==> src/rtl/fplw_pkg.sv <==
// Shared types, codes and field widths of the four-level page walker.
package fplw_pkg;

    // Field widths
    localparam int VA_W      = 48;
    localparam int ENTRY_W   = 64;
    localparam int ADDR_W    = 52;
    localparam int ROOT_W    = 36;
    localparam int LEVEL_W   = 2;
    localparam int PSIZE_W   = 2;
    localparam int INDEX_W   = 9;

    // Packed stream widths
    localparam int S_TDATA_W = 120;
    localparam int M_TDATA_W = 56;
    localparam int CFG_DW    = 64;
    localparam int CFG_AW    = 3;

    // Input action codes
    localparam logic ACT_TRANSLATE = 1'b0;
    localparam logic ACT_RESPONSE  = 1'b1;

    // Result kind codes
    localparam logic KIND_READ = 1'b0;
    localparam logic KIND_DONE = 1'b1;

    // Walk levels: level of the entry read outstanding
    localparam logic [LEVEL_W-1:0] LVL_PML4 = 2'd0;
    localparam logic [LEVEL_W-1:0] LVL_PDPT = 2'd1;
    localparam logic [LEVEL_W-1:0] LVL_PD   = 2'd2;
    localparam logic [LEVEL_W-1:0] LVL_PT   = 2'd3;

    // Page size codes
    localparam logic [PSIZE_W-1:0] PS_4K = 2'd0;
    localparam logic [PSIZE_W-1:0] PS_2M = 2'd1;
    localparam logic [PSIZE_W-1:0] PS_1G = 2'd2;

    // Entry bit positions
    localparam int PRESENT_BIT   = 0;
    localparam int PAGE_SIZE_BIT = 7;

    // Input item
    typedef struct packed {
        logic               action;
        logic [VA_W-1:0]    vaddr;
        logic [ENTRY_W-1:0] read_data;
        logic               read_ok;
    } item_t;

    // Result item
    typedef struct packed {
        logic               out_kind;
        logic [ADDR_W-1:0]  out_address;
        logic               fault;
        logic [PSIZE_W-1:0] pg_size;
    } result_t;

    // Walker state
    typedef struct packed {
        logic               busy;
        logic [LEVEL_W-1:0] level;
        logic [VA_W-1:0]    va;
    } walk_state_t;

    // Step outcome: next state plus an optional result
    typedef struct packed {
        walk_state_t state;
        logic        emit;
        result_t     res;
    } step_t;

endpackage

==> src/rtl/fplw_step.sv <==
// Per-item walk step: decodes one request or entry response against the walker state.
module fplw_step (
    input  fplw_pkg::item_t                   item,
    input  fplw_pkg::walk_state_t             state,
    input  logic [fplw_pkg::ROOT_W-1:0]       root_table_frame,
    output fplw_pkg::step_t                   step
);

    // Table index of a level: PML4 bits 47..39 down to PT bits 20..12
    function automatic logic [fplw_pkg::INDEX_W-1:0] table_index(
        input logic [fplw_pkg::VA_W-1:0]    va,
        input logic [fplw_pkg::LEVEL_W-1:0] lvl
    );
        logic [fplw_pkg::INDEX_W-1:0] idx;
        case (lvl)
            fplw_pkg::LVL_PML4: idx = va[47:39];
            fplw_pkg::LVL_PDPT: idx = va[38:30];
            fplw_pkg::LVL_PD:   idx = va[29:21];
            default:            idx = va[20:12];
        endcase
        return idx;
    endfunction

    logic [fplw_pkg::ENTRY_W-1:0] entry;
    logic [fplw_pkg::VA_W-1:0]    va;
    logic [fplw_pkg::LEVEL_W-1:0] next_level;
    logic                         present;
    logic                         size_bit;

    assign entry      = item.read_data;
    assign va         = state.va;
    assign next_level = state.level + 2'd1;
    assign present    = item.read_ok && entry[fplw_pkg::PRESENT_BIT];
    assign size_bit   = entry[fplw_pkg::PAGE_SIZE_BIT];

    // Decide the next state and the result of this item
    always_comb begin
        step                 = '0;
        step.state           = state;
        step.emit            = 1'b0;
        step.res.out_kind    = fplw_pkg::KIND_READ;
        step.res.out_address = '0;
        step.res.fault       = 1'b0;
        step.res.pg_size     = fplw_pkg::PS_4K;

        if (item.action == fplw_pkg::ACT_TRANSLATE) begin
            // Start a walk at the PML4 entry; drop while busy
            if (!state.busy) begin
                step.state.busy      = 1'b1;
                step.state.level     = fplw_pkg::LVL_PML4;
                step.state.va        = item.vaddr;
                step.emit            = 1'b1;
                step.res.out_address = {4'd0, root_table_frame,
                                        table_index(item.vaddr,
                                                    fplw_pkg::LVL_PML4), 3'd0};
            end
        end else if (state.busy) begin
            step.emit = 1'b1;
            if (!present) begin
                // Failed read or non-present entry
                step.state.busy      = 1'b0;
                step.state.level     = fplw_pkg::LVL_PML4;
                step.res.out_kind    = fplw_pkg::KIND_DONE;
                step.res.fault       = 1'b1;
            end else if (state.level == fplw_pkg::LVL_PDPT && size_bit) begin
                // 1 GB page
                step.state.busy      = 1'b0;
                step.state.level     = fplw_pkg::LVL_PML4;
                step.res.out_kind    = fplw_pkg::KIND_DONE;
                step.res.out_address = {entry[51:30], va[29:0]};
                step.res.pg_size     = fplw_pkg::PS_1G;
            end else if (state.level == fplw_pkg::LVL_PD && size_bit) begin
                // 2 MB page
                step.state.busy      = 1'b0;
                step.state.level     = fplw_pkg::LVL_PML4;
                step.res.out_kind    = fplw_pkg::KIND_DONE;
                step.res.out_address = {entry[51:21], va[20:0]};
                step.res.pg_size     = fplw_pkg::PS_2M;
            end else if (state.level == fplw_pkg::LVL_PT) begin
                // 4 KB page
                step.state.busy      = 1'b0;
                step.state.level     = fplw_pkg::LVL_PML4;
                step.res.out_kind    = fplw_pkg::KIND_DONE;
                step.res.out_address = {entry[51:12], va[11:0]};
                step.res.pg_size     = fplw_pkg::PS_4K;
            end else begin
                // Descend one level and read the next entry
                step.state.level     = next_level;
                step.res.out_address = {entry[51:12], table_index(va, next_level), 3'd0};
            end
        end
    end

endmodule

==> src/rtl/four_level_page_walker.sv <==
// Top level of the four-level page walker: input stage, walk state, result register, APB port.
//
// Page walker for four-level 48-bit virtual addresses with 4 KB, 2 MB and 1 GB pages.
// Each input item (a translate request or an entry read response) is taken into an
// input register and decoded combinationally against the walk state into at most one
// result item, held in an output register: a new item is accepted every cycle while
// results are taken, and each result is registered in the output register after its
// input has passed the input register. The walk state of one item is updated before
// the next item is decoded, which sets that rate. A stalled result register holds the
// input stage, which holds s_tready low. The root table frame register answers at every
// byte address of the APB port and is used when a request starts a walk. Requests while
// a walk is in progress and responses while idle produce no result.
module four_level_page_walker (
    input  logic                               aclk,
    input  logic                               aresetn,

    // Input channel
    input  logic                               s_tvalid,
    output logic                               s_tready,
    // tdata from bit 0: vaddr[47:0], read_data[63:0], read_ok, 7 zero bits
    input  logic [fplw_pkg::S_TDATA_W-1:0]     s_tdata,
    // tuser: action
    input  logic                               s_tuser,

    // Result channel
    output logic                               m_tvalid,
    input  logic                               m_tready,
    // tdata from bit 0: out_address[51:0], fault, pg_size[1:0], 1 zero bit
    output logic [fplw_pkg::M_TDATA_W-1:0]     m_tdata,
    // tuser: out_kind
    output logic                               m_tuser,

    // Configuration port
    input  logic                               psel,
    input  logic                               penable,
    input  logic                               pwrite,
    input  logic [fplw_pkg::CFG_AW-1:0]        paddr,
    input  logic [fplw_pkg::CFG_DW-1:0]        pwdata,
    output logic [fplw_pkg::CFG_DW-1:0]        prdata,
    output logic                               pready
);

    logic [fplw_pkg::ROOT_W-1:0] root_reg;
    logic                        in_valid_reg;
    fplw_pkg::item_t             in_item_reg;
    fplw_pkg::walk_state_t       state_reg;
    logic                        out_valid_reg;
    fplw_pkg::result_t           out_res_reg;

    fplw_pkg::item_t             s_item;
    fplw_pkg::step_t             step;
    logic                        out_free;
    logic                        proc;
    logic                        cfg_write;
    logic                        unused_cfg;

    // Configuration port: single register, byte offsets ignored
    assign pready     = 1'b1;
    assign cfg_write  = psel && penable && pwrite && pready;
    assign prdata     = {{(fplw_pkg::CFG_DW - fplw_pkg::ROOT_W){1'b0}}, root_reg};
    assign unused_cfg = ^{paddr, pwdata[fplw_pkg::CFG_DW-1:fplw_pkg::ROOT_W]};

    always_ff @(posedge aclk) begin
        if (!aresetn) begin
            root_reg <= '0;
        end else if (cfg_write) begin
            root_reg <= pwdata[fplw_pkg::ROOT_W-1:0];
        end
    end

    // Unpack the input request
    assign s_item.action    = s_tuser;
    assign s_item.vaddr     = s_tdata[47:0];
    assign s_item.read_data = s_tdata[111:48];
    assign s_item.read_ok   = s_tdata[112];

    // Advance the input stage when the result register can take a result
    assign out_free = !out_valid_reg || m_tready;
    assign proc     = in_valid_reg && out_free;
    assign s_tready = !in_valid_reg || proc;

    // Input register
    always_ff @(posedge aclk) begin
        if (!aresetn) begin
            in_valid_reg <= 1'b0;
        end else if (s_tready) begin
            in_valid_reg <= s_tvalid;
        end
    end

    always_ff @(posedge aclk) begin
        if (s_tvalid && s_tready) begin
            in_item_reg <= s_item;
        end
    end

    fplw_step u_step (
        .item             (in_item_reg),
        .state            (state_reg),
        .root_table_frame (root_reg),
        .step             (step)
    );

    // Walk state
    always_ff @(posedge aclk) begin
        if (!aresetn) begin
            state_reg <= '0;
        end else if (proc) begin
            state_reg <= step.state;
        end
    end

    // Result register
    always_ff @(posedge aclk) begin
        if (!aresetn) begin
            out_valid_reg <= 1'b0;
        end else if (proc && step.emit) begin
            out_valid_reg <= 1'b1;
        end else if (m_tready) begin
            out_valid_reg <= 1'b0;
        end
    end

    always_ff @(posedge aclk) begin
        if (proc && step.emit) begin
            out_res_reg <= step.res;
        end
    end

    assign m_tvalid = out_valid_reg;
    assign m_tuser  = out_res_reg.out_kind;
    assign m_tdata  = {unused_cfg & 1'b0, out_res_reg.pg_size, out_res_reg.fault,
                       out_res_reg.out_address};

`ifndef ASSERT_OFF
    // A finished walk leaves the walker idle
    a_done_idle: assert property (@(posedge aclk) disable iff (!aresetn)
        (proc && step.emit && step.res.out_kind == fplw_pkg::KIND_DONE) |=> !state_reg.busy)
        else $error("walker still busy after a finished translation");

    // An entry read request leaves a walk in progress
    a_read_busy: assert property (@(posedge aclk) disable iff (!aresetn)
        (proc && step.emit && step.res.out_kind == fplw_pkg::KIND_READ) |=> state_reg.busy)
        else $error("walker idle after issuing an entry read");

    // A level past the top only exists during a walk
    a_level_busy: assert property (@(posedge aclk) disable iff (!aresetn)
        (state_reg.level != fplw_pkg::LVL_PML4) |-> state_reg.busy)
        else $error("walk level set while idle");

    // No result is presented in the first cycle out of reset
    a_reset_quiet: assert property (@(posedge aclk)
        (aresetn && $past(!aresetn)) |-> !m_tvalid)
        else $error("result valid right after reset");
`endif

endmodule
==> config.mk <==
export PLATFORM = sky130hd
export DESIGN_NAME = four_level_page_walker
export DESIGN_NICKNAME = d
export VERILOG_FILES = /design/src/rtl/fplw_pkg.sv /design/src/rtl/fplw_step.sv /design/src/rtl/four_level_page_walker.sv
export SDC_FILE = /design/constraint.sdc
export NUM_CORES = 1
export LEC_CHECK = 0
export ABC_CLOCK_PERIOD_IN_PS = 5300
export BUFFER_PORTS_ARGS = -buffer_cell sky130_fd_sc_hd__buf_2
export CAP_MARGIN = 0
export CORE_MARGIN = 2
export CORE_UTILIZATION = 50
export CTS_CLUSTER_SIZE = 30
export DETAILED_ROUTE_END_ITERATION = 8
export PLACE_DENSITY = 0.79
export SYNTH_ARGS = -nofsm -noshare
export SYNTH_HDL_FRONTEND = slang
export SYNTH_SLANG_ARGS = --single-unit
==> constraint.sdc <==
create_clock -name aclk -period 5.3 [get_ports aclk]
set_clock_uncertainty 0.2 [all_clocks]
set_input_delay 0.795 -clock aclk [delete_from_list [all_inputs] [get_ports aclk]]
set_output_delay 0.795 -clock aclk [all_outputs]
set_load 0.02 [all_outputs]
==> impl_results.md, run 1 <==
* Worst Hold Slack at 251.0 ps
* Psw at 0.8985 mW
* Fill count at 1496
* Worst hold-check path type: input pin to register
* DR vias at 6941
* CTS sink count at 237
* Number of cell rows at 50
* RSZ-0062 raised after global routing: false
* Multi-input gate area at 2814 um2
* Synth Cell Area at 9508 um2
* IO Pins at 319
* Overall Global Routing Usage at 0.2263
* Hold wc startpoint: s_tdata[67]
* Register bit count reported by yosys at 237
* Comb pwr share at 0.068
* DIE HEIGHT at 141.9 um
* Synth Instances at 783
* Count of cell types in the netlist at 42
* Share of total power in the clock network at 0.426
* Post-Route Setup TNS at 0 ps
* Final Power at 4.110 mW
* Clock Pin Slew Worst Setup and Hold Paths at 60 ps
* Post-CTS sizing at 0
* Pin count of the biggest net entering global routing at 65
* GP Congestion at 0.8537
* FF-to-FF End: m_tdata[8]
* Max Clk Rate at 0.3354 GHz
* Final setup fails at 0
* Vias in the first global route at 6543
* Period utilization at 0.5626
* H-tree depth at 1
* Minimum clock period after layout at 2982 ps
* Hold Vio Cnt, Final at 0
* Worst skew pair latency at 510 ps
* Layout cell share with drive strength beyond 1 at 0.2909
* Initial drt markers at 534
* Antenna viol nets, final at 0
* Root buf cell: clkbuf_16
* Setup Fix Bufs, Post-CTS at 0
* Sequential-to-total area share from yosys stat at 0.6548
* Worst-margin pin slew at 1207 ps
* Post-layout util at 0.6112
* Min setup slack post-route at 2318 ps
* Setup Crit Path Kind: register to register
* Slew Viols, Final at 0
* Worst Reg2Reg Path Length in Cells at 5
* Dpl ws at 2305 ps
* R2r startpoint: in_item_reg[113]
* # DRC at 0
* CTS buffer count at 24
* Mean Syn Cell Area at 12.14 um2
* Crit Path Max Fanout at 36
* Initial Utilization at 0.5083
* Startpoint types: register
* R2r setup slk at 2320 ps
* FF+latch area at 6226 um2
* Routed len/inst at 18.80 um
* Cell Pwr Density at 359.5 nW/um2
* Status: complete, no violations
* Final #Nets at 1182
* Sw frac at 0.2186
* Max-Cap Viols at 0
* Worst setup EP type: register
* Critical Path RT at 5280 ps
* Gr ovfl total at 0
* TritonCTS clock tree: yes
* LEAKAGE at 4.558 nW
* Critical path origin: in_item_reg[113]
* Synth warn at 0
* Drt pass-1 iters at 7
* Reg power frac at 0.506
* DP Wirelength at 15430 um
* Peak supply drop at 0.2759 mV
* Worst slew margin at 0.1954
* Via-to-Cell Ratio at 5.634
* Worst hold stages at 1
* Core area at 18710 um2
* First-pass GRT wire length at 35600 um
* Power Internal at 3.212 mW
* Max clock buf depth at 3
* Die W at 141.9 um
* Worst Hold End: in_item_reg[20]
* Die Area at 20130 um2
* Port Buf Inserts at 228
* Hold-fix buffers at CTS at 0
* Initial antenna violation count at 1
* Synth-to-Final Area Change at 20.25%
* Drt total wl at 23160 um
* Max reg flops at 92
* Crit path arrival time at 2960 ps
-- worst max-delay path: stages (launching register included) --
cell and delay [ps]:
edfxtp_1 470, inv_1 100, ha_1 310, nand2b_1 220
nor2_4 850, buf_4 460
-- per-layer routing --
layer / GRT usage / wire length [um] / vias to the layer above
li1: - / - / 3309
met1: 0.3038 / 9557 / 3255
met2: 0.3774 / 11230 / 331
met3: 0.04016 / 1768 / 44
met4: 0.07158 / 595 / 2
met5: 0 / 8 / -
-- how the worst max path moves through the flow --
stage,end,slack (ps),cells after the start
after global placement,m_tdata[3],2350,5
after detailed placement,m_tdata[4],2300,5
after floorplan,m_tdata[0],1270,3
after CTS,m_tdata[15],2280,5
after global routing,m_tdata[9],2130,5
final,m_tdata[8],2320,5
-- synth_stat cells --
library cell | count | area, um2
nor3_1 | 1 | 5.000
inv_2 | 2 | 7.510
o32ai_1 | 1 | 8.760
buf_12 | 1 | 20.02
or2_0 | 5 | 31.28
a211oi_1 | 9 | 67.56
dfxtp_1 | 89 | 1782
nand2b_1 | 2 | 12.51
and4_1 | 1 | 8.760
a222oi_1 | 9 | 90.09
nor2b_1 | 3 | 18.77
o21a_1 | 2 | 15.01
and2_1 | 15 | 93.84
or2_2 | 4 | 25.02
a21oi_1 | 95 | 475.5
nand2_1 | 95 | 356.6
o211ai_1 | 1 | 7.510
o21ai_1 | 1 | 5.000
clkbuf_1 | 34 | 127.6
nand4_1 | 51 | 319.1
buf_4 | 34 | 255.2
nor2_1 | 2 | 7.510
buf_1 | 2 | 7.510
a2111oi_0 | 9 | 78.83
edfxtp_1 | 148 | 4444
and3_1 | 5 | 31.28
ha_1 | 8 | 100.1
o31ai_1 | 48 | 360.4
nand3_1 | 2 | 10.01
a31oi_1 | 1 | 6.260
buf_2 | 24 | 120.1
mux2i_1 | 18 | 180.2
a221oi_1 | 9 | 78.83
inv_1 | 6 | 22.52
or4_1 | 1 | 7.510
nand2_2 | 1 | 6.260
buf_6 | 3 | 33.78
o21ai_0 | 19 | 95.09
nor2_4 | 1 | 11.26
conb_1 | 2 | 7.510
o41ai_1 | 1 | 8.760
a22o_1 | 18 | 157.7
-- cell type report --
class	instances	share of cell area
antenna	1	0.0002189
clock buffer	36	0.06271
clock inverter	8	0.01051
inverter	8	0.002626
multi-input combinational	468	0.2461
sequential	237	0.5445
tap	234	0.02561
timing repair buffer	240	0.1077
-- power groups by stage --
stage          Sequential [mW]  Clock [mW]  Combinational, mW
3_3_place_gp              2.12           0              0.277
6_report                  2.08        1.75              0.281
4_1_cts                   2.08        1.78              0.282
2_1_floorplan             2.14           0              0.167
5_1_grt                   2.09        1.85              0.309
3_5_place_dp              2.12           0              0.280
-- cells in the final DEF, fill, tap and decap left out, drive strengths merged, types with 20 or more instances in the layout --
master,n
buf,240
edfxtp,148
nand2,96
a21oi,95
dfxtp,89
nand4,51
o31ai,48
clkbuf,36
conb,30
o21ai,20
-- kinds of logic (layout without fill, tap and decap cells) --
logic type	count (synthesis)	after routing	share of synthesized area
AOI/OAI and AO/OA	223	223	0.1530
adders and majority gates	8	8	0.01053
buffers and inverters	106	292	0.06251
DFF	237	237	0.6548
muxes	18	18	0.01895
other	2	31	0.0007899
and+or+nand+nor	189	189	0.09936
-- per-stage QoR --
step | instance area, um2 | instances
4_1_cts | 11430 | 1231
3_3_place_gp | 10590 | 1187
6_report | 11430 | 1232
5_1_grt | 11430 | 1231
3_5_place_dp | 10590 | 1187
2_1_floorplan | 9613 | 811
No activity file was read; power rests on OpenSTA's default activity.
==> run 2, diff against run 1 <==
- ABC_AREA: unset -> 1
- ABC_CLOCK_PERIOD_IN_PS: 5300 -> 2500
- CORE_UTILIZATION: 50 -> 45
- PLACE_DENSITY: 0.79 -> 0.76
- clock period: 5.3 -> 2.5 ns (I/O delays scaled with it)
==> run 2 against run 1 <==
Critical path depth is 3 higher. The run now ends with DRC, hold timing left. Count of clock-buffer cells in the layout fell by 1. Largest cell class unchanged. Combinational power rose to 3.0 times the previous value. Critical path type unchanged.
==> impl_results.md, run 2 <==
* Core area at 20230 um2
* Port Buf Inserts at 228
* Pin count of the biggest net entering global routing at 68
* Layout cell share with drive strength beyond 1 at 0.2456
* CTS buffer count at 25
* XOR/XNOR Fraction of Synth Area at 0
* Antenna viol nets, final at 0
* Hold Vio Cnt, Final at 1
* Cells after DPL at 1336
* Critical Path RT at 2710 ps
* Simple-gate portion of the synthesized area at 0.1324
* CP max stage cell: dfxtp_1
* R2r setup slk at 380 ps
* RSZ-0062 raised after global routing: false
* Overall Global Routing Usage at 0.2283
* Ranking of synthesized cells by area: edfxtp_1 (48%), dfxtp_1 (19%), nand2_1 (7.3%), a21oi_1 (5.7%), nand3_1 (3.7%)
* Count leader, synth: nand2_1
* Initial drt markers at 492
* Top_reg_cell synth: edfxtp_1
* Worst skew pair latency at 510 ps
* Synth warn at 0
* Reg power frac at 0.502
* Final Instance Count excl. Fillers at 1509
* Die W at 147.6 um
* Most frequent cells in the layout: buf_2 (228), nand2_1 (177), edfxtp_1 (148)
* Routed len/inst at 16.92 um
* Minimum clock period after layout at 2118 ps
* Max-Cap Viols at 0
* DIE HEIGHT at 147.6 um
* Post-Route Setup TNS at 0 ps
* Via-to-Cell Ratio at 4.957
* Worst setup EP type: register
* Vias in the first global route at 7472
* Clock Pin Slew Worst Setup and Hold Paths at 60 ps
* Mux cell area share after synthesis at 0
* Synth Cell Area at 9281 um2
* Most frequent cells after synthesis: nand2_1 (180), edfxtp_1 (148), a21oi_1 (105)
* Synth Instances at 870
* Asr flop ratio synth at 0
* Main combinational cell family by area after synthesis: simple AND/OR/NAND/NOR gates
* Cell Pwr Density at 696.9 nW/um2
* Final Power at 8.840 mW
* Drt pass-1 iters at 8
* Die Area at 21790 um2
* Peak supply drop at 0.5188 mV
* Synth-to-Final Area Change at 36.65%
* Slew Viols, Final at 0
* Post-synthesis compound-gate area fraction at 0.1020
* Share of total power in the clock network at 0.401
* Status: finished with violations
* Root buf cell: clkbuf_16
* Worst-margin pin slew at 581.1 ps
* IO Pins at 319
* Final #Nets at 1423
* Synth Area in Adders at 0.01078
* CTS sink count at 237
* TritonCTS clock tree: yes
* Max clock buf depth at 3
* Count of cell types in the netlist at 28
* Sequential-to-total area share from yosys stat at 0.6708
* Final setup fails at 0
* Worst slew margin at 0.6121
* Most common cell after layout, fill and taps aside: buf_2
* Initial antenna violation count at 1
* Crit path arrival time at 2320 ps
* Sw frac at 0.2309
* Crit path cell chain: inv_1, ha_2, inv_1, nand3_1, clkinvlp_4, buf_4, o21ai_0, nor2_1
* # DRC at 1
* Drt total wl at 25530 um
* First-pass GRT wire length at 39080 um
* Register bit count reported by yosys at 237
* Worst Hold Slack at -7.343 ps
* Setup Crit Path Kind: register to register
* Failing checks: DRC, hold timing
* Startpoint types: register
* Period utilization at 0.8470
* Crit path top cell by count: inv_1
* Mean Syn Cell Area at 10.67 um2
* H-tree depth at 1
* DP Wirelength at 15460 um
* DR vias at 7480
* Post-synth EDFFs at 148
* Crit Path Max Fanout at 10
* Max Clk Rate at 0.4722 GHz
* GP Congestion at 0.8879
* Worst hold-check path type: input pin to register
* Post-synthesis cell type with the largest combined area: edfxtp_1
* LEAKAGE at 5.153 nW
* Initial Utilization at 0.4587
* Max incr delay on CP at 470 ps
* Post-synth top area share at 0.4788
* Gr ovfl total at 0
* Power Internal at 6.798 mW
* Number of cell rows at 52
* Max reg flops at 92
* Psw at 2.041 mW
* Comb pwr share at 0.097
==> run 2: changes by cell type in the layout (fill, tap and decap cells not counted), moves of 10 or more <==
cell	previous run	this run
a21oi_1	95	105
a22o_1	18	0
and2_1	14	0
dlygate4sd3_1	0	127
inv_1	6	67
mux2i_1	18	0
nand2_1	95	177
nand3_1	2	68
nand4_1	51	0
nor2_1	1	34
o21ai_0	19	46
o21ai_1	0	11
o31ai_1	48	9
==> run 2: layout make-up <==
class | count | area, um2
clock inverter | 10 | 76.32
inverter | 76 | 306.5
timing repair buffer | 372 | 2603
sequential | 237 | 6230
fill | 1556 | 7551
antenna | 1 | 2.502
multi-input combinational | 508 | 2414
tap | 270 | 337.8
clock buffer | 35 | 714.4
==> run 2: metal layers <==
layer | GRT usage | up-vias | part of all wire
met5 | 0 | - | 0
met4 | 0.07500 | 0 | 0.026
met3 | 0.03673 | 51 | 0.071
met2 | 0.4144 | 317 | 0.52
met1 | 0.2771 | 3520 | 0.38
li1 | - | 3592 | -
==> run 2: final timing paths <==
kind | from | cells past startpoint | to
min reg2reg | root_reg[21] | 2 | root_reg[21]
max | state_reg[50] | 8 | state_reg[49]
max reg2reg | state_reg[50] | 8 | state_reg[49]
min | pwdata[26] | 3 | root_reg[26]
==> run 2: repair_timing <==
action                    in CTS  in global routing
hold buffers                 127                  0
gates resized for setup        0                  0
hold endpoints to repair     127                  0
setup buffers                  0                  0
==> run 2: critical path: cells and delay by family (launching register included) <==
kind | cells | cell delay, ps
buffers and inverters | 4 | 650
AOI/OAI and AO/OA | 1 | 150
DFF | 1 | 470
and+or+nand+nor | 2 | 220
adders and majority gates | 1 | 320
==> run 2: power by group through the flow <==
| stage | logic [mW] | registers (mW) | clock network, mW |
|---|---|---|---|
| 5_1_grt | 0.930 | 4.45 | 3.77 |
| 3_3_place_gp | 0.669 | 4.51 | 0 |
| 3_5_place_dp | 0.681 | 4.52 | 0 |
| 6_report | 0.855 | 4.44 | 3.55 |
| 4_1_cts | 0.842 | 4.44 | 3.61 |
| 2_1_floorplan | 0.364 | 4.58 | 0 |
==> run 2: per-stage QoR <==
stage	util	setup slack [ps]	hold slack [ps]	instance area [um2]
after floorplan	-	-98.08	239.1	9433
after global placement	0.5248	397.1	245.9	10620
after detailed placement	0.5248	387.6	252.7	10620
after CTS	0.6267	375.0	5.554	12680
after global routing	0.6268	193.2	10.16	12680
final	0.6268	382.5	-7.343	12680
==> run 2: kinds of logic (layout without fill, tap and decap cells) <==
family	after synthesis	count (layout)
flops	237	237
other cells	2	31
compound gates	180	180
buf+inv	153	493
fa+ha+maj	8	8
simple gates	290	290
==> run 3, diff against run 2 <==
- ABC_CLOCK_PERIOD_IN_PS: 2500 -> 1700
- clock period: 2.5 -> 1.7 ns (I/O delays scaled with it)
==> run 3 against run 2 <==
The run ends with setup timing left. Worst hold slack improved by 160 ps. Maximum frequency grew 20%. Critical path type unchanged. Non-clock buffer count up 40. Routed wire length up 7.3%. Critical path depth is the same. Combinational power grew 71%. Count of clock-buffer cells in the layout increased by 2. Worst setup slack got worse by 440 ps. Sequential share of layout area shrank 3.2 points. Sequential power increased by 47%.
==> impl_results.md, run 3 (synthesis gave the netlist of run 2 again) <==
* Worst setup EP type: register
* Max reg flops at 92
* Die Area at 21790 um2
* Die W at 147.6 um
* Slew Viols, Final at 0
* Most common cell after layout, fill and taps aside: buf_2
* Core area at 20230 um2
* CTS sink count at 237
* Failing checks: setup timing
* RSZ-0062 raised after global routing: true
* Cell Pwr Density at 987.1 nW/um2
* Max Used Layer: met4
* Final setup fails at 52
* Comb pwr share at 0.109
* Setup Crit Path Kind: register to register
* WL met1 at 10270 um
* Drt pass-1 iters at 5
* Cells after DPL at 1353
* Met3 wire length at 2064 um
* Via-to-Cell Ratio at 5.054
* Crit path top cell by count: buf_12
* Crit path cell chain: inv_2, ha_4, inv_4, nand3_4, clkinvlp_4, buf_12, buf_12, buf_12
* Startpoint types: register
* First-pass GRT wire length at 40770 um
* Reg power frac at 0.487
* TritonCTS clock tree: yes
* Port Buf Inserts at 228
* # DRC at 0
* Psw at 3.106 mW
* Number of cell rows at 52
* Gr ovfl total at 0
* Synth-to-Final Area Change at 46.33%
* Sw frac at 0.2317
* IO Pins at 319
* Crit Path Max Fanout at 7
* Worst skew pair latency at 520 ps
* Worst hold-check path type: input pin to register
* Critical Path RT at 1720 ps
* H-tree depth at 1
* Hold Vio Cnt, Final at 0
* DP Wirelength at 16010 um
* Routed len/inst at 17.67 um
* Clock Pin Slew Worst Setup and Hold Paths at 60 ps
* Crit path arrival time at 1780 ps
* Share of total power in the clock network at 0.404
* DR vias at 7833
* Final #Nets at 1464
* R2r setup slk at -60 ps
* Period utilization at 1.034
* Initial drt markers at 564
* Most frequent cells in the layout: buf_2 (227), nand2_1 (168), edfxtp_1 (148)
* Initial antenna violation count at 1
* DIE HEIGHT at 147.6 um
* Final Instance Count excl. Fillers at 1550
* Status: finished with violations
* Peak supply drop at 0.7125 mV
* Antenna viol nets, final at 0
* Drt total wl at 27380 um
* Pin count of the biggest net entering global routing at 73
* Layout cell share with drive strength beyond 1 at 0.3073
* Max clock buf depth at 3
* Overall Global Routing Usage at 0.2392
* Vias in the first global route at 7774
* CP max stage cell: edfxtp_1
* Root buf cell: clkbuf_16
* CTS buffer count at 25
* Final Power at 13.41 mW
* Min setup slack post-route at -57.87 ps
* Max Clk Rate at 0.5689 GHz
* Power Internal at 10.30 mW
* Routed met2 length at 13890 um
* Initial Utilization at 0.4587
* Max-Cap Viols at 0
* Minimum clock period after layout at 1758 ps
* GP Congestion at 0.8931
* Max incr delay on CP at 410 ps
* LEAKAGE at 5.554 nW
[run 3: cell types whose count changed in the layout (fill, tap and decap cells not counted), moves of 9 or more]
cell | previous run | this run
a21oi_1 | 105 | 95
buf_12 | 5 | 15
buf_4 | 12 | 27
nand2_1 | 177 | 168
nand3_1 | 68 | 59
[run 3: cell type report]
type | instances | area, um2
Sequential cell | 237 | 6236
Timing Repair inverter | 1 | 8.758
Multi-Input combinational cell | 508 | 2714
Tap cell | 270 | 337.8
Timing Repair Buffer | 412 | 3136
Clock inverter | 8 | 65.06
Antenna cell | 1 | 2.502
Inverter | 76 | 317.8
Fill cell | 1448 | 6653
Clock buffer | 37 | 764.5
[run 3: worst max-delay path: cells and delay by family, from the launching register on]
kind | cells | cell delay, ps
buffers and inverters | 6 | 580
flip-flops | 1 | 410
adder cells (fa/ha/maj) | 1 | 200
AND/OR/NAND/NOR | 1 | 70
[run 3: repair_timing]
item / CTS / global route
pin swaps: 3 / 16
setup buffers: 7 / 10
resized for setup: 30 / 71
hold endpoints to repair: 133 / 0
cloned: 4 / 2
hold buffers: 131 / 0
endpoints found under the setup margin: 77 / 98
[run 3: path summary, 6_finish.rpt]
| path | end | cells past startpoint | start |
|---|---|---|---|
| max | m_tdata[16] | 8 | in_item_reg[113] |
| min | state_reg[48] | 7 | m_tready |
| max reg2reg | m_tdata[16] | 8 | in_item_reg[113] |
| min reg2reg | state_reg[9] | 2 | state_reg[9] |
[run 3: per-stage QoR]
stage          utilization  area [um2]  TNS (ps)  setup WS (ps)  hold slack [ps]
3_3_place_gp        0.5341       10810     -3307         -85.50            232.1
4_1_cts             0.6530       13210     -2458         -69.25            75.52
5_1_grt             0.6712       13580     -5835         -132.6            180.5
2_1_floorplan            -        9418   -123110         -883.7            153.9
6_report            0.6712       13580     -1541         -57.87            157.0
3_5_place_dp        0.5341       10810     -5357         -135.3            233.1
[run 3: power groups by stage]
stage                     clock network [mW]  logic [mW]  registers [mW]
after floorplan                            0       0.533            6.74
after global placement                     0        1.03            6.63
after detailed placement                   0        1.05            6.64
after CTS                               5.51        1.38            6.52
after global routing                    5.73        1.57            6.55
final                                   5.42        1.46            6.53
[run 3: metal layers]
metal  GRT usage  up-vias
li1            -     3673
met1      0.2955     3661
met2      0.4214      411
met4      0.1029        0
met3     0.03272       88
met5           0        -
